<file path="src/hdl/ect_pkg.sv">
// Shared types, codes and character-class helpers for the expression tokenizer.
// No dependencies; used by every module of the tokenizer and by its checker.
package ect_pkg;

   // Token kind codes
   localparam logic [2:0] KIND_IDENT = 3'd0;
   localparam logic [2:0] KIND_NUM   = 3'd1;
   localparam logic [2:0] KIND_LIT   = 3'd2;
   localparam logic [2:0] KIND_DELIM = 3'd3;
   localparam logic [2:0] KIND_END   = 3'd4;

   localparam logic [7:0] CH_QUOTE = 8'h22;
   localparam logic [7:0] CH_DOT   = 8'h2E;
   localparam logic [7:0] CH_NONE  = 8'h00;

   // Most result items one input character can cause
   localparam int unsigned MAX_ITEMS = 3;

   typedef struct packed {
      logic [7:0] ch;
      logic       line_end;
   } req_type;

   typedef struct packed {
      logic [2:0] kind;
      logic [7:0] tok_char;
      logic       has_char;
      logic       tok_last;
      logic       is_float;
   } rsp_type;

   // All result items of one input character, in order
   typedef struct packed {
      logic [1:0]                 cnt;
      rsp_type [MAX_ITEMS-1:0]    item;
   } bundle_type;

   function automatic logic is_ws(input logic [7:0] c);
      return (c == 8'h20) || ((c >= 8'd9) && (c <= 8'd13));
   endfunction

   function automatic logic is_digit(input logic [7:0] c);
      return (c >= "0") && (c <= "9");
   endfunction

   function automatic logic is_alpha(input logic [7:0] c);
      return ((c >= "a") && (c <= "z")) || ((c >= "A") && (c <= "Z"));
   endfunction

   function automatic logic is_delim(input logic [7:0] c);
      logic r;
      unique case (c) inside
         "[", "]", "!", "=", "<", ">", ",", ":", "(", ")",
         "+", "-", "*", "/", "&", "|", "~", "%", "^": r = 1'b1;
         default: r = 1'b0;
      endcase
      return r;
   endfunction

   // Second character of a two-character operator, CH_NONE if c starts none
   function automatic logic [7:0] pair_second(input logic [7:0] c);
      logic [7:0] r;
      unique case (c) inside
         "&", "|", "^", "*":   r = c;
         ":", "!", ">", "<":   r = "=";
         default:              r = CH_NONE;
      endcase
      return r;
   endfunction

   function automatic rsp_type mk_item(input logic [2:0] kind, input logic [7:0] c,
                                       input logic has, input logic last,
                                       input logic flt);
      rsp_type r;
      r.kind     = kind;
      r.tok_char = has ? c : CH_NONE;
      r.has_char = has;
      r.tok_last = last;
      r.is_float = flt;
      return r;
   endfunction

endpackage

</file>
<file path="src/hdl/ect_front.sv">
// Front end: accepts characters, classifies them and tracks the token in progress.
// Produces at most one bundle of result items per character. Depends on ect_pkg.
module ect_front (
   input  logic                clock,
   input  logic                reset,
   input  logic                req_valid,
   output logic                req_ready,
   input  ect_pkg::req_type    req_data,
   input  logic                q_full,
   output logic                push,
   output ect_pkg::bundle_type push_data
);

   typedef enum logic [4:0] {
      M_IDLE  = 5'b00001,
      M_DELIM = 5'b00010,
      M_NUM   = 5'b00100,
      M_IDENT = 5'b01000,
      M_LIT   = 5'b10000
   } mode_type;

   mode_type   mode_ff, mode_in;
   logic [7:0] held_ff, held_in;
   logic       hv_ff, hv_in;
   logic       flt_ff, flt_in;

   ect_pkg::bundle_type bun;
   logic [1:0] n;
   logic       used;
   logic [7:0] c;
   logic       accept;

   // Closing item of the token in progress, marked last, with the held character if any
   function automatic ect_pkg::rsp_type flush_item(input mode_type m, input logic [7:0] h,
                                                   input logic hv, input logic f);
      ect_pkg::rsp_type r;
      unique case (m)
         M_DELIM: r = ect_pkg::mk_item(ect_pkg::KIND_DELIM, h, 1'b1, 1'b1, 1'b0);
         M_NUM:   r = ect_pkg::mk_item(ect_pkg::KIND_NUM, h, 1'b1, 1'b1, f);
         M_IDENT: r = ect_pkg::mk_item(ect_pkg::KIND_IDENT, h, 1'b1, 1'b1, 1'b0);
         M_LIT:   r = ect_pkg::mk_item(ect_pkg::KIND_LIT, h, hv, 1'b1, 1'b0);
         default: r = '0;
      endcase
      return r;
   endfunction

   assign c         = req_data.ch;
   assign req_ready = !q_full;
   assign accept    = req_valid && req_ready;

   // Per-character token logic: continue, close, start, then line end
   always_comb begin
      mode_in = mode_ff;
      held_in = held_ff;
      hv_in   = hv_ff;
      flt_in  = flt_ff;
      bun     = '0;
      n       = 2'd0;
      used    = 1'b0;

      unique case (mode_ff)
         M_DELIM: begin
            bun.item[0] = flush_item(mode_ff, held_ff, hv_ff, flt_ff);
            n = 2'd1;
            if (ect_pkg::pair_second(held_ff) == c) begin
               bun.item[0].tok_last = 1'b0;
               bun.item[1] = ect_pkg::mk_item(ect_pkg::KIND_DELIM, c, 1'b1, 1'b1, 1'b0);
               n    = 2'd2;
               used = 1'b1;
            end
            mode_in = M_IDLE;
            hv_in   = 1'b0;
            held_in = ect_pkg::CH_NONE;
            flt_in  = 1'b0;
         end
         M_NUM: begin
            if (ect_pkg::is_digit(c) || (c == ect_pkg::CH_DOT)) begin
               bun.item[0] = ect_pkg::mk_item(ect_pkg::KIND_NUM, held_ff, 1'b1, 1'b0, flt_ff);
               held_in = c;
               if (c == ect_pkg::CH_DOT) flt_in = 1'b1;
               used = 1'b1;
            end else begin
               bun.item[0] = flush_item(mode_ff, held_ff, hv_ff, flt_ff);
               mode_in = M_IDLE;
               hv_in   = 1'b0;
               held_in = ect_pkg::CH_NONE;
               flt_in  = 1'b0;
            end
            n = 2'd1;
         end
         M_IDENT: begin
            if (!ect_pkg::is_delim(c) && !ect_pkg::is_ws(c)) begin
               bun.item[0] = ect_pkg::mk_item(ect_pkg::KIND_IDENT, held_ff, 1'b1, 1'b0, 1'b0);
               held_in = c;
               used = 1'b1;
            end else begin
               bun.item[0] = flush_item(mode_ff, held_ff, hv_ff, flt_ff);
               mode_in = M_IDLE;
               hv_in   = 1'b0;
               held_in = ect_pkg::CH_NONE;
               flt_in  = 1'b0;
            end
            n = 2'd1;
         end
         M_LIT: begin
            if (c == ect_pkg::CH_QUOTE) begin
               bun.item[0] = flush_item(mode_ff, held_ff, hv_ff, flt_ff);
               n = 2'd1;
               mode_in = M_IDLE;
               hv_in   = 1'b0;
               held_in = ect_pkg::CH_NONE;
               flt_in  = 1'b0;
            end else begin
               if (hv_ff) begin
                  bun.item[0] = ect_pkg::mk_item(ect_pkg::KIND_LIT, held_ff, 1'b1, 1'b0, 1'b0);
                  n = 2'd1;
               end
               held_in = c;
               hv_in   = 1'b1;
            end
            used = 1'b1;
         end
         default: mode_in = M_IDLE;
      endcase

      // Start of a new token; a character of no class gives an end item
      if (!used) begin
         if (ect_pkg::is_ws(c)) begin
            // skipped
         end else if (ect_pkg::is_delim(c)) begin
            if (ect_pkg::pair_second(c) != ect_pkg::CH_NONE) begin
               mode_in = M_DELIM;
               held_in = c;
               hv_in   = 1'b1;
            end else begin
               bun.item[n] = ect_pkg::mk_item(ect_pkg::KIND_DELIM, c, 1'b1, 1'b1, 1'b0);
               n = n + 2'd1;
            end
         end else if (c == ect_pkg::CH_QUOTE) begin
            mode_in = M_LIT;
            hv_in   = 1'b0;
            held_in = ect_pkg::CH_NONE;
         end else if (ect_pkg::is_digit(c)) begin
            mode_in = M_NUM;
            held_in = c;
            hv_in   = 1'b1;
            flt_in  = 1'b0;
         end else if (ect_pkg::is_alpha(c)) begin
            mode_in = M_IDENT;
            held_in = c;
            hv_in   = 1'b1;
         end else begin
            bun.item[n] = ect_pkg::mk_item(ect_pkg::KIND_END, ect_pkg::CH_NONE,
                                           1'b0, 1'b1, 1'b0);
            n = n + 2'd1;
         end
      end

      // Line end closes any held token and adds the end marker
      if (req_data.line_end) begin
         if (mode_in != M_IDLE) begin
            bun.item[n] = flush_item(mode_in, held_in, hv_in, flt_in);
            n = n + 2'd1;
         end
         bun.item[n] = ect_pkg::mk_item(ect_pkg::KIND_END, ect_pkg::CH_NONE,
                                        1'b0, 1'b1, 1'b0);
         n = n + 2'd1;
         mode_in = M_IDLE;
         held_in = ect_pkg::CH_NONE;
         hv_in   = 1'b0;
         flt_in  = 1'b0;
      end

      bun.cnt = n;
   end

   assign push      = accept && (n != 2'd0);
   assign push_data = bun;

   // Token state
   always_ff @(posedge clock) begin
      if (reset) begin
         mode_ff <= M_IDLE;
         held_ff <= ect_pkg::CH_NONE;
         hv_ff   <= 1'b0;
         flt_ff  <= 1'b0;
      end else if (accept) begin
         mode_ff <= mode_in;
         held_ff <= held_in;
         hv_ff   <= hv_in;
         flt_ff  <= flt_in;
      end
   end

endmodule

</file>
<file path="src/hdl/ect_queue.sv">
// Short bundle queue between the front end and the output serializer.
// Depends on ect_pkg for the bundle type.
module ect_queue #(
   parameter int unsigned DEPTH = 4
) (
   input  logic                clock,
   input  logic                reset,
   input  logic                push,
   input  ect_pkg::bundle_type push_data,
   output logic                full,
   input  logic                pop,
   output logic                not_empty,
   output ect_pkg::bundle_type head
);

   localparam int unsigned AW = (DEPTH > 1) ? $clog2(DEPTH) : 1;
   localparam int unsigned CW = $clog2(DEPTH + 1);

   ect_pkg::bundle_type mem_ff [DEPTH];
   logic [AW-1:0] wr_ff, wr_in;
   logic [AW-1:0] rd_ff, rd_in;
   logic [CW-1:0] cnt_ff, cnt_in;

   assign full      = (cnt_ff == CW'(DEPTH));
   assign not_empty = (cnt_ff != '0);
   assign head      = mem_ff[rd_ff];

   // Pointer wrap and occupancy
   always_comb begin
      wr_in  = wr_ff;
      rd_in  = rd_ff;
      cnt_in = cnt_ff;
      if (push) wr_in = (wr_ff == AW'(DEPTH - 1)) ? '0 : wr_ff + AW'(1);
      if (pop)  rd_in = (rd_ff == AW'(DEPTH - 1)) ? '0 : rd_ff + AW'(1);
      if (push && !pop)      cnt_in = cnt_ff + CW'(1);
      else if (pop && !push) cnt_in = cnt_ff - CW'(1);
   end

   always_ff @(posedge clock) begin
      if (reset) begin
         wr_ff  <= '0;
         rd_ff  <= '0;
         cnt_ff <= '0;
      end else begin
         wr_ff  <= wr_in;
         rd_ff  <= rd_in;
         cnt_ff <= cnt_in;
      end
   end

   // Storage
   always_ff @(posedge clock) begin
      if (push) mem_ff[wr_ff] <= push_data;
   end

endmodule

</file>
<file path="src/hdl/ect_back.sv">
// Back end: walks the head bundle one item at a time into the output register.
// Depends on ect_pkg.
module ect_back (
   input  logic                clock,
   input  logic                reset,
   input  logic                not_empty,
   input  ect_pkg::bundle_type head,
   output logic                pop,
   output logic                rsp_valid,
   input  logic                rsp_ready,
   output ect_pkg::rsp_type    rsp_data
);

   logic [1:0]       idx_ff, idx_in;
   logic             vld_ff, vld_in;
   ect_pkg::rsp_type data_ff, data_in;
   logic             load;
   logic             take;

   assign load = !vld_ff || rsp_ready;
   assign take = load && not_empty;
   assign pop  = take && (idx_ff == (head.cnt - 2'd1));

   // Item select and output register refill
   always_comb begin
      idx_in  = idx_ff;
      vld_in  = vld_ff;
      data_in = data_ff;
      if (take) begin
         data_in = head.item[idx_ff];
         vld_in  = 1'b1;
         idx_in  = pop ? 2'd0 : idx_ff + 2'd1;
      end else if (load) begin
         vld_in = 1'b0;
      end
   end

   always_ff @(posedge clock) begin
      if (reset) begin
         idx_ff <= 2'd0;
         vld_ff <= 1'b0;
      end else begin
         idx_ff <= idx_in;
         vld_ff <= vld_in;
      end
   end

   always_ff @(posedge clock) begin
      data_ff <= data_in;
   end

   assign rsp_valid = vld_ff;
   assign rsp_data  = data_ff;

endmodule

</file>
<file path="src/hdl/expression_char_tokenizer.sv">
// An accepted character's bundle is written into the bundle queue, and the back end then loads
// its results one at a time from the queue head into the output register.
// Throughput: one character per cycle while the bundle queue has room; the output
// register drains one result per cycle while rsp_ready is high, so characters that yield
// two or three results back up into the queue.
// Reset (synchronous): clears token state, queue pointers and the output valid.
module expression_char_tokenizer #(
   parameter int unsigned QUEUE_DEPTH = 4
) (
   input  logic             clock,
   input  logic             reset,
   input  logic             req_valid,
   output logic             req_ready,
   input  ect_pkg::req_type req_data,
   output logic             rsp_valid,
   input  logic             rsp_ready,
   output ect_pkg::rsp_type rsp_data
);

   logic                q_full;
   logic                q_push;
   logic                q_pop;
   logic                q_not_empty;
   ect_pkg::bundle_type q_in;
   ect_pkg::bundle_type q_head;

   // Classify and track tokens
   ect_front u_front (
      .clock     (clock),
      .reset     (reset),
      .req_valid (req_valid),
      .req_ready (req_ready),
      .req_data  (req_data),
      .q_full    (q_full),
      .push      (q_push),
      .push_data (q_in)
   );

   // Decoupling queue
   ect_queue #(
      .DEPTH (QUEUE_DEPTH)
   ) u_queue (
      .clock     (clock),
      .reset     (reset),
      .push      (q_push),
      .push_data (q_in),
      .full      (q_full),
      .pop       (q_pop),
      .not_empty (q_not_empty),
      .head      (q_head)
   );

   // Serialize results
   ect_back u_back (
      .clock     (clock),
      .reset     (reset),
      .not_empty (q_not_empty),
      .head      (q_head),
      .pop       (q_pop),
      .rsp_valid (rsp_valid),
      .rsp_ready (rsp_ready),
      .rsp_data  (rsp_data)
   );

endmodule

</file>
<file path="config.mk">
export PLATFORM = sky130hd
export DESIGN_NAME = expression_char_tokenizer
export DESIGN_NICKNAME = d
export VERILOG_FILES = /design/src/hdl/ect_pkg.sv /design/src/hdl/ect_front.sv /design/src/hdl/ect_queue.sv /design/src/hdl/ect_back.sv /design/src/hdl/expression_char_tokenizer.sv
export SDC_FILE = /design/constraint.sdc
export NUM_CORES = 1
export LEC_CHECK = 0
export ABC_AREA = 0
export BUFFER_PORTS_ARGS = -buffer_cell sky130_fd_sc_hd__buf_2
export CORE_MARGIN = 5
export CORE_UTILIZATION = 25
export CTS_BUF_LIST = sky130_fd_sc_hd__clkbuf_4
export DETAILED_ROUTE_END_ITERATION = 8
export PLACE_DENSITY = 0.4
export RECOVER_POWER = 100
export SYNTH_ARGS = -nofsm -noshare
export SYNTH_HDL_FRONTEND = slang
export SYNTH_SLANG_ARGS = --single-unit
export TNS_END_PERCENT = 10
</file>
<file path="constraint.sdc">
create_clock -name clock -period 10.2 [get_ports clock]
set_clock_uncertainty 0.1 [all_clocks]
set_input_delay 3.06 -clock clock [delete_from_list [all_inputs] [get_ports clock]]
set_output_delay 3.06 -clock clock [all_outputs]
set_load 0.05 [all_outputs]
</file>
==> results of run 1 <==
## final cells by class
type                       instances  share of cell area
clock buffer                      95              0.0601
tap                              539              0.0568
timing repair buffer              38              0.0156
inverter                          29             0.00959
antenna                            1            0.000211
sequential                       217               0.526
multi-input combinational        483               0.327
clock inverter                    10             0.00401
## sequential cells by signal, indices dropped and copies added (netlist names), named ones only
register          cells
u_front.held_ff       8
u_back.rsp_data      14
u_back.idx_ff         2
u_queue.wr_ff         2
u_queue.mem_ff      176
u_queue.rd_ff         2
u_queue.cnt_ff        3
u_front.flt_ff        1
u_front.hv_ff         1
u_back.rsp_valid      1
u_front.mode_ff       5
## cells in the final DEF, fill, tap and decap left out, drive strengths merged, types with 4 or more instances in the layout
| master | synthesis | layout |
|---|---|---|
| o22ai | 21 | 21 |
| edfxtp | 190 | 190 |
| a211oi | 5 | 5 |
| nand3 | 18 | 18 |
| nor4b | 4 | 4 |
| nand4b | 5 | 5 |
| o21ai | 27 | 27 |
| nand2 | 53 | 53 |
| clkinv | 1 | 10 |
| or2 | 7 | 7 |
| a31oi | 5 | 5 |
| a21o | 8 | 8 |
| xnor2 | 6 | 6 |
| mux4 | 44 | 44 |
| and3 | 7 | 7 |
| o2bb2ai | 9 | 9 |
| nor2b | 7 | 7 |
| inv | 28 | 29 |
| xor2 | 4 | 4 |
| buf | 14 | 18 |
| mux2i | 19 | 19 |
| ha | 13 | 13 |
| and2 | 10 | 10 |
| nor3 | 9 | 9 |
| a21boi | 4 | 4 |
| clkbuf | 37 | 115 |
| a21oi | 30 | 30 |
| a22oi | 17 | 17 |
| nor2 | 54 | 54 |
| or3 | 9 | 9 |
| and4 | 5 | 5 |
| nand4 | 9 | 9 |
| nor3b | 6 | 6 |
| nand2b | 11 | 11 |
| dfxtp | 27 | 27 |
| a2bb2o | 5 | 5 |
## cells by family after synthesis
kind of cell	count (synthesis)	synth area share
AOI/OAI and AO/OA	168	0.117
xor gates and xnor gates	10	0.00905
adders and majority gates	14	0.0174
buffers and inverters	80	0.0319
DFF	217	0.594
muxes	64	0.114
and+or+nand+nor	227	0.117
## power groups by stage
stage	clock (mW)	sequential [mW]	combinational, mW
floorplan	0	1.26	0.403
global route	0.855	1.20	0.703
CTS	0.804	1.19	0.662
finish	0.769	1.18	0.640
detailed placement	0	1.21	0.660
global placement	0	1.21	0.662
## metrics by stage
| stage | util | area, um2 | setup WS, ps | instances | hold WS (ps) |
|---|---|---|---|---|---|
| 3_3_place_gp | 0.268 | 11200 | 1890 | 1306 | 366 |
| 5_1_grt | 0.284 | 11900 | 1140 | 1412 | 394 |
| 6_report | 0.284 | 11900 | 1730 | 1412 | 372 |
| 3_5_place_dp | 0.268 | 11200 | 1720 | 1306 | 374 |
| 2_1_floorplan | - | 10500 | 2600 | 780 | 362 |
| 4_1_cts | 0.286 | 12000 | 2500 | 1411 | 385 |
## metal layers
metal / routed length, um / GRT usage / vias to the layer above
li1: - / - / 3196
met1: 13900 / 0.177 / 3389
met2: 12400 / 0.183 / 193
met3: 1480 / 0.0290 / 52
met4: 665 / 0.0358 / 2
met5: 7 / 0 / -
## final timing paths
| path | startpoint | endpoint | slack, ps | cells after the start |
|---|---|---|---|---|
| max | req_data[4] | u_queue.mem_ff[0][40]$_DFFE_PP_ | 1730 | 12 |
| min | u_back.rsp_valid$_SDFFE_PP0P_ | u_back.rsp_valid$_SDFFE_PP0P_ | 370 | 2 |
| max reg2reg | u_front.held_ff[1]$_SDFFE_PP0P_ | u_queue.mem_ff[0][40]$_DFFE_PP_ | 3510 | 13 |
| min reg2reg | u_back.rsp_valid$_SDFFE_PP0P_ | u_back.rsp_valid$_SDFFE_PP0P_ | 370 | 2 |
## worst max-delay path, cell delays in order
cell and delay (ps):
clkbuf_1 710, o31ai_1 170, a2111oi_0 820, o211ai_2 230, o21ai_0 1000, nand2_1 610
xnor2_1 310, ha_1 300, nand2b_1 130, o221a_4 250, and2_2 680, buf_4 410
==> results by group, run 1 <==
Synthesis
  – Biggest area consumer among synthesized cells: edfxtp_1
  – Count leader, synth: edfxtp_1
  – Ys flop type: edfxtp_1
  – Ys Warns: 0
  – Largest cells by area after synthesis: edfxtp_1 (54%), mux4_2 (9.4%), dfxtp_1 (5.1%), nor2_1 (1.9%), nand2_1 (1.8%)
  – Seq/Total Area, Yosys: 0.594
  – Mapped Area: 10500 um2
  – #FFs+latches synth: 217
  – Avg Cell Area, Syn: 13.5 um2
  – Post-synth EDFFs: 190
  – Mapped Nets: 807
  – Asr flop ratio synth: 0
  – Post-Synthesis Cells: 780
  – Top cells by count, synth: edfxtp_1 (190), nor2_1 (52), nand2_1 (51)
  – Top-area cell type share of the netlist area: 0.543
  – Netlist cell types: 90

STA
  – Slew @ Worst Pin: 3190 ps
  – Setup TNS Final: 0 ps
  – Slew Limit Headroom: -1.13
  – Final max-slew violation count: 45
  – Min cycle time layout: 8470 ps
  – Finish-stage setup viols: 0
  – Share of the clock period used by the worst path after layout: 0.830
  – Max Fclk: 0.118 GHz
  – Final hold vios: 0
  – Unrepaired setup endpoints after global routing: no

Worst setup path
  – Setup CP Type: in2reg
  – Crit path required time: 10460 ps
  – Crit path DAT: 8730 ps
  – Crit path max fanout: 28
  – Worst Setup End Kind: flip-flop
  – Startpoint Class: input port

Pwr
  – Share of total power in the clock network: 0.297
  – Sequential Power Share: 0.457
  – P_int: 1.76 mW
  – Leak Pwr: 3.91 nW
  – Sw frac: 0.322
  – Power, Total: 2.59 mW
  – Pwr dens: 219 nW/um2
  – NetSw: 835 uW
  – Combinational power share: 0.247
  – Max IR drop VDD: 0.000141 V

Clocking
  – CTS Hold Bufs: 0
  – Clk slew on worst S/H paths: 70 ps
  – CTS tree: built
  – Post-CTS Setup Bufs: 0
  – CTS buffer count: 57
  – Clock sinks: 217
  – Clock Latency Late Sink: 700 ps
  – Post-CTS Resized: 0
  – CTS root buffer: clkbuf_4
  – Max clock buf depth: 3
  – CTS HTree Levels: 2

GRT
  – Total track usage: 0.122
  – Congestion Overflow GR: 0
  – Initial antenna violation count: 2
  – Vias in the first global route: 6976
  – Largest net degree at the start of global routing: 45
  – First-pass GRT wire length: 43800 um

Finish
  – Multi-input gate area: 3880 um2
  – Synthesis-to-finish area growth: 12.9%
  – Fill cell total of the finished layout: 4280
  – Ratio of cells with drive above 1 in the final layout: 0.218
  – NumNets Final: 853
  – FF+latch area: 6250 um2

Die
  – DIE HEIGHT: 215 um
  – I/O pin count: 29
  – DIE WIDTH: 215 um
  – Die ar.: 46200 um2
  – Core area: 41800 um2
  – Initial Util: 0.252
  – FP Rows: 75

Placed design
  – DP HPWL: 18800 um
  – Port buffer count: 28
  – RePlAce Congestion: 0.846

Detailed routing
  – Pre-antenna DRT Iters: 5
  – Remaining DRCs: 0
  – Detailed-route via count: 6832
  – Vias per cell: 4.84
  – Detailed Route WL: 28500 um
  – Antenna Nets Post-Route: 0
  – Iteration-0 DRC Markers: 524
  – Post-DR wirelength/cell: 20.2 um

Outcome
  – Violated checks: capacitance limit, slew limit
  – Status: complete, but fails checks

Run
  – Max-cap viol count: 1

Hold path
  – HP Class: reg2reg
Power figures use the tool's default switching activity.
==> inputs of run 2 (changes only) <==
- clock period: 10.2 -> 8.8 ns (I/O delays scaled with it)
==> run 2 against run 1 <==
  * Sequential share of layout area rose by 0.072 points
  * Sequential cell count unchanged
  * The run still ends with capacitance limit, slew limit left
  * Worst hold slack better by 14 ps
  * Global-route usage down 0.28 points
  * Highest routed layer is now met4
  * Clock power rose by 14%
  * Final cell count shrank 0.21%
==> results by group, run 2 (same netlist as run 1, synthesis figures left out) <==
Outcome
  – Status: complete, but fails checks
  – Violated checks: capacitance limit, slew limit

STA
  – Slew @ Worst Pin: 3190 ps (+0.809 ps)
  – Final hold vios: 0 (unchanged)
  – Min cycle time layout: 7550 ps
  – Slew Limit Headroom: -1.13 (about the same)
  – Unrepaired setup endpoints after global routing: no
  – Setup TNS Final: 0 ps (unchanged)
  – Max Fclk: 0.132 GHz
  – Finish-stage setup viols: 0 (unchanged)
  – Share of the clock period used by the worst path after layout: 0.858
  – Final max-slew violation count: 45 (unchanged)

Detailed routing
  – Detailed Route WL: 28000 um (-1.6%)
  – Pre-antenna DRT Iters: 6 (+1)
  – Post-DR wirelength/cell: 19.9 um (-1.4%)
  – Iteration-0 DRC Markers: 426 (-19%)
  – Vias per cell: 4.78 (-1.2%)
  – Remaining DRCs: 0 (unchanged)
  – Antenna Nets Post-Route: 0 (unchanged)
  – Detailed-route via count: 6735 (-1.4%)

Finish
  – Commonest non-fill, non-tap cells in the layout: edfxtp_1 (190), clkbuf_4 (90), nor2_1 (54)
  – Layout Utilization: 0.284 (-0.000390)
  – Synthesis-to-finish area growth: 12.8%
  – Multi-input gate area: 3880 um2 (unchanged)
  – NumNets Final: 855 (+0.23%)
  – Fill cell total of the finished layout: 4274 (-0.14%)
  – FF+latch area: 6250 um2 (unchanged)
  – Max reg flops: 176 (unchanged)
  – Design Area, Final: 11900 um2 (-0.14%)
  – Largest Register: u_queue.mem_ff
  – Ratio of cells with drive above 1 in the final layout: 0.216 (-0.00155)
  – Non-Filler Instances: 1409 (-0.21%)
  – Commonest non-fill, non-tap cell in the layout: edfxtp_1

GRT
  – Met1 usage: 0.169 (-0.00756)
  – GR Layer Usage met2: 0.189 (+0.00593)
  – Total track usage: 0.119 (-0.00283)
  – Largest net degree at the start of global routing: 45 (unchanged)
  – Grt peak-use layer: met2
  – First-pass GRT wire length: 42800 um (-2.2%)
  – Initial antenna violation count: 1 (-1)
  – Vias in the first global route: 6803 (-2.5%)
  – Grt met3 use: 0.0245 (-0.00450)
  – Congestion Overflow GR: 0 (unchanged)

Worst setup path
  – Worst path slowest cell: clkbuf_1
  – Setup CP Type: in2reg
  – Worst path top cell family by delay: adder cells
  – Buf/Inv on CP: 3 (+1)
  – Crit path DAT: 8030 ps (-700 ps)
  – Biggest cell delay along the critical path: 620 ps (-380 ps)
  – Worst path cell trace: clkbuf_1, nor2_1, mux2i_1, o41ai_1, a211oi_1, o21ai_0, and3_1, ha_1, nand2_1, nand2_1, inv_1, ha_1, nand2_1, nand2_1, ha_1, nand2b_1, o221a_1, ha_1, inv_1, fa_1, xor2_1, or3_1, a21oi_1
  – Crit path max fanout: 19 (-32%)
  – Crit path required time: 9270 ps (-1190 ps)
  – Worst Setup End Kind: flip-flop
  – Startpoint Class: input port

Clocking
  – CTS root buffer: clkbuf_4
  – CTS HTree Levels: 2 (unchanged)
  – CTS tree: built
  – CTS Hold Bufs: 0 (unchanged)
  – Clock sinks: 217 (unchanged)
  – Clock Latency Late Sink: 710 ps (about the same)
  – CTS buffer count: 58 (+1.8%)
  – Max clock buf depth: 3 (unchanged)
  – Post-CTS Setup Bufs: 0 (unchanged)
  – Post-CTS Resized: 0 (unchanged)
  – Clk slew on worst S/H paths: 60 ps (about the same)

Die
  – DIE WIDTH: 215 um (unchanged)
  – FP Rows: 75 (unchanged)
  – I/O pin count: 29 (unchanged)
  – Die ar.: 46200 um2 (unchanged)
  – Initial Util: 0.252 (unchanged)
  – Core area: 41800 um2 (unchanged)
  – DIE HEIGHT: 215 um (unchanged)

Hold path
  – HP Class: reg2reg

Pwr
  – Max IR drop VDD: 0.000181 V (+29%)
  – Leak Pwr: 3.90 nW (-0.30%)
  – Pwr dens: 252 nW/um2 (+15%)
  – Power, Total: 2.99 mW (+15%)

Placed design
  – DP HPWL: 18500 um (-1.3%)
  – Placed cell count: 1307 (+0.077%)
  – Port buffer count: 28 (unchanged)
  – RePlAce Congestion: 0.822 (-2.8%)
  – Placed Instance Area: 11200 um2 (about the same)

Run
  – Max-cap viol count: 1 (unchanged)
==> run 2: stage by stage <==
step,setup slack [ps],hold slack (ps)
finish,1250,385
global route,846,410
CTS,1970,390
detailed placement,1200,378
global placement,1230,368
floorplan,1620,362
==> run 2: cell type report <==
cell class / count / area share
flip-flops and latches: 217 / 0.527
multi-input cells: 483 / 0.328
clock buffers: 90 / 0.0570
well taps: 539 / 0.0569
repair buffers: 39 / 0.0166
inverters: 29 / 0.00961
clock inverters: 11 / 0.00486
diodes: 1 / 0.000211
==> run 2: worst paths after layout <==
path	start	slack (ps)	cells past startpoint	endpoint
worst max-delay path	req_data[5]	1250	23	u_queue.cnt_ff[2]$_SDFFE_PP0P_
worst min-delay path	u_back.rsp_valid$_SDFFE_PP0P_	390	2	u_back.rsp_valid$_SDFFE_PP0P_
worst max register to register	u_front.held_ff[1]$_SDFFE_PP0P_	2560	23	u_queue.cnt_ff[2]$_SDFFE_PP0P_
worst min register to register	u_back.rsp_valid$_SDFFE_PP0P_	390	2	u_back.rsp_valid$_SDFFE_PP0P_
==> run 2: metal layers <==
| layer | vias to the layer above | wire, um |
|---|---|---|
| li1 | 3182 | - |
| met1 | 3358 | 13400 |
| met2 | 163 | 12900 |
| met3 | 32 | 1290 |
| met4 | 0 | 398 |
| met5 | - | 0 |
==> run 2: worst reg2reg max path, cell delays in order, from the launching register on <==
cell and delay, ps:
dfxtp_1 610, or4b_4 540, nor3_2 310, a21o_1 160
o41ai_1 80, a211oi_1 590, o21ai_0 340, and3_1 290
ha_1 290, nand2_1 90, nand2_1 90, inv_1 160
ha_1 320, nand2_1 90, nand2_1 70, ha_1 270
nand2b_1 110, o221a_1 340, ha_1 240, inv_1 70
fa_1 380, xor2_1 160, or3_1 300, a21oi_1 140
==> run 2: where the power goes <==
group	total [mW]	leakage [nW]	internal [mW]	switching [mW]
clock	0.873	0.440	0.463	0.410
sequential	1.37	1.93	1.28	0.0870
combinational	0.744	1.53	0.269	0.476
total	2.99	3.90	2.02	0.972
==> inputs of run 3 (changes only) <==
- ABC_AREA: 0 -> 1
==> run 3 against run 2 <==
  * The run still ends with capacitance limit, slew limit left
  * Sequential power decreased by 4%
  * Setup slack gained 160 ps
  * Total power is 4.3% higher
  * Final cell count grew 33%
  * First-iteration DRC count increased by 75%
  * Die area up 6.5%
  * Synthesized cell count increased by 51%
  * Largest cell class unchanged
  * Highest routed layer unchanged
==> results by group, run 3 <==
Clocking
  – CTS HTree Levels: 2 (unchanged)
  – CTS Hold Bufs: 0 (unchanged)
  – Post-CTS Resized: 0 (unchanged)
  – Clock sinks: 217 (unchanged)
  – Clk slew on worst S/H paths: 60 ps (about the same)
  – CTS tree: built
  – CTS buffer count: 61 (+5.2%)
  – Clock Latency Late Sink: 780 ps (+70 ps)
  – Post-CTS Setup Bufs: 0 (unchanged)
  – CTS root buffer: clkbuf_4
  – Max clock buf depth: 3 (unchanged)

Synthesis
  – Netlist cell types: 57 (-37%)
  – Count leader, synth: nand2_1
  – Post-synthesis compound-gate area fraction: 0.162 (+0.0453)
  – Fraction of synthesized area in multiplexers: 0 (-0.114)
  – Largest cells by area after synthesis: edfxtp_1 (51%), nand2_1 (7.1%), o21ai_0 (6.6%), dfxtp_1 (4.8%), nor2_1 (4.8%)
  – Top cells by count, synth: nand2_1 (213), edfxtp_1 (190), o21ai_0 (147)
  – Post-Synthesis Cells: 1180 (+51%)
  – Synth Area in Adders: 0.0163 (-0.00110)
  – Mapped Area: 11200 um2 (+6.8%)
  – Seq/Total Area, Yosys: 0.557 (-0.0377)
  – Synth Area in Simple Gates: 0.204 (+0.0866)
  – Top-area cell type share of the netlist area: 0.508 (-0.0344)
  – Ys flop type: edfxtp_1
  – Asr flop ratio synth: 0 (unchanged)
  – Avg Cell Area, Syn: 9.51 um2 (-29%)
  – Mapped Nets: 1207 (+50%)
  – Biggest area consumer among synthesized cells: edfxtp_1
  – Post-synthesis xor/xnor area fraction: 0.00234 (-0.00671)
  – #FFs+latches synth: 217 (unchanged)
  – Largest family of logic cells by synthesized area: simple AND/OR/NAND/NOR gates
  – Post-synth EDFFs: 190 (unchanged)
  – Ys Warns: 0 (unchanged)

Placed design
  – Port buffer count: 28 (unchanged)
  – DP HPWL: 23500 um (+27%)
  – Placed Instance Area: 12000 um2 (+7.1%)
  – Placed cell count: 1761 (+35%)
  – RePlAce Congestion: 0.877 (+6.7%)

Detailed routing
  – Iteration-0 DRC Markers: 747 (+75%)
  – Detailed Route WL: 35500 um (+27%)
  – Post-DR wirelength/cell: 19.0 um (-4.7%)
  – Pre-antenna DRT Iters: 7 (+1)
  – Antenna Nets Post-Route: 0 (unchanged)
  – Detailed-route via count: 8824 (+31%)
  – Vias per cell: 4.71 (-1.5%)
  – Remaining DRCs: 0 (unchanged)

STA
  – Max Fclk: 0.135 GHz (+2.2%)
  – Share of the clock period used by the worst path after layout: 0.840 (-0.0185)
  – Min cycle time layout: 7390 ps (-162 ps)
  – Slew Limit Headroom: -1.71 (-0.582)
  – Finish-stage setup viols: 0 (unchanged)
  – Slew @ Worst Pin: 4070 ps (+877 ps)
  – Final hold vios: 0 (unchanged)
  – Final max-slew violation count: 175 (+290%)
  – Unrepaired setup endpoints after global routing: no
  – Setup TNS Final: 0 ps (unchanged)

GRT
  – Grt peak-use layer: met2
  – Largest net degree at the start of global routing: 90 (+100%)
  – GR Layer Usage met2: 0.231 (+0.0421)
  – Congestion Overflow GR: 0 (unchanged)
  – Met1 usage: 0.193 (+0.0235)
  – Grt met3 use: 0.0254 (+0.000934)
  – Vias in the first global route: 8671 (+27%)
  – Total track usage: 0.142 (+0.0232)
  – First-pass GRT wire length: 54200 um (+27%)
  – Initial antenna violation count: 1 (unchanged)

Worst setup path
  – Most used cell, CP: inv_1
  – Startpoint Class: input port
  – Internal reg-to-reg setup slack: 2080 ps (-480 ps)
  – Crit path required time: 9310 ps (+40 ps)
  – Worst path top cell family by delay: simple AND/OR/NAND/NOR gates
  – Crit path max fanout: 16 (-3)
  – Worst Setup End Kind: flip-flop
  – Crit path DAT: 7900 ps (-130 ps)
  – Buf/Inv on CP: 5 (+2)
  – Worst path slowest cell: clkbuf_1
  – Biggest cell delay along the critical path: 510 ps (-110 ps)
  – Setup CP Type: in2reg

Pwr
  – Share of total power in the clock network: 0.308 (+0.016)
  – Leak Pwr: 4.67 nW (+20%)
  – Sequential Power Share: 0.422 (-0.037)
  – Sw frac: 0.357 (+0.0313)
  – NetSw: 1.11 mW (+14%)
  – Combinational power share: 0.270 (+0.021)
  – Max IR drop VDD: 0.000117 V (-36%)
  – Pwr dens: 246 nW/um2 (-2.5%)
  – P_int: 2.01 mW (-0.50%)

Die
  – Core area: 44300 um2 (+6.1%)
  – FP Rows: 77 (+2.7%)
  – I/O pin count: 29 (unchanged)
  – Initial Util: 0.253 (+0.00153)
  – DIE WIDTH: 222 um (+3.2%)
  – Die ar.: 49200 um2 (+6.5%)
  – DIE HEIGHT: 222 um (+3.2%)

Finish
  – Largest Register: u_queue.mem_ff
  – NumNets Final: 1259 (+47%)
  – Commonest non-fill, non-tap cells in the layout: nand2_1 (218), edfxtp_1 (190), o21ai_0 (154)
  – Non-Filler Instances: 1874 (+33%)
  – Commonest non-fill, non-tap cell in the layout: nand2_1
  – Design Area, Final: 12700 um2 (+7.0%)
  – Max reg flops: 176 (unchanged)
  – Layout Utilization: 0.286 (+0.00233)
  – Ratio of cells with drive above 1 in the final layout: 0.159 (-0.0570)
  – Synthesis-to-finish area growth: 13.0%

Hold path
  – HP Class: reg2reg

Outcome
  – Status: complete, but fails checks
  – Violated checks: capacitance limit, slew limit

Run
  – Max-cap viol count: 2 (+1)
run 3: area by class of cell:
| class | instances | area, um2 |
|---|---|---|
| clock buffer | 88 | 661 |
| timing repair buffer | 41 | 205 |
| sequential | 217 | 6250 |
| fill | 4771 | 31600 |
| tap | 592 | 741 |
| clock inverter | 23 | 151 |
| multi-input combinational | 803 | 4260 |
| inverter | 108 | 417 |
| antenna | 2 | 5.00 |
run 3: routing by layer:
layer | vias to the layer above | part of all wire
li1 | 4282 | -
met1 | 4265 | 0.46
met2 | 205 | 0.47
met3 | 72 | 0.044
met4 | 0 | 0.026
met5 | - | 0
run 3: kinds of logic (layout without fill, tap and decap cells):
| group | count (synthesis) | count (layout) |
|---|---|---|
| AO/OA/AOI/OAI | 301 | 301 |
| XOR/XNOR | 3 | 3 |
| adder cells (fa/ha/maj) | 14 | 14 |
| buffers and inverters | 160 | 260 |
| flip-flops | 217 | 217 |
| other | 0 | 2 |
| AND/OR/NAND/NOR | 485 | 485 |
run 3: final timing paths:
path                                                      start                               to  cells after the start
worst max-delay path                                req_data[3]   u_queue.cnt_ff[1]$_SDFFE_PP0P_                     25
worst max register to register                        flip-flop     u_back.rsp_data[6]$_DFFE_PP_                      6
worst min register to register  u_front.held_ff[7]$_SDFFE_PP0P_  u_front.held_ff[7]$_SDFFE_PP0P_                      2
worst min-delay path            u_front.held_ff[7]$_SDFFE_PP0P_  u_front.held_ff[7]$_SDFFE_PP0P_                      2
run 3: power by group through the flow:
stage	combinational [mW]	sequential (mW)	clock, mW
after floorplan	0.456	1.46	0
after global placement	0.874	1.34	0
after detailed placement	0.870	1.34	0
after CTS	0.873	1.32	1.01
after global routing	0.930	1.33	1.06
final	0.841	1.32	0.961
run 3: through the flow:
stage | total power, mW | setup slack, ps | hold slack, ps
3_3_place_gp | 2.21 | 1360 | 368
2_1_floorplan | 1.92 | 933 | 339
6_report | 3.12 | 1410 | 380
5_1_grt | 3.32 | 956 | 409
3_5_place_dp | 2.21 | 1310 | 373
4_1_cts | 3.20 | 2120 | 381
run 3: tightest hold or removal path: cells and delay by family, from the launching register on:
kind            cells  cell delay, ps
simple gates        1              60
flops               1             310
compound gates      1              60
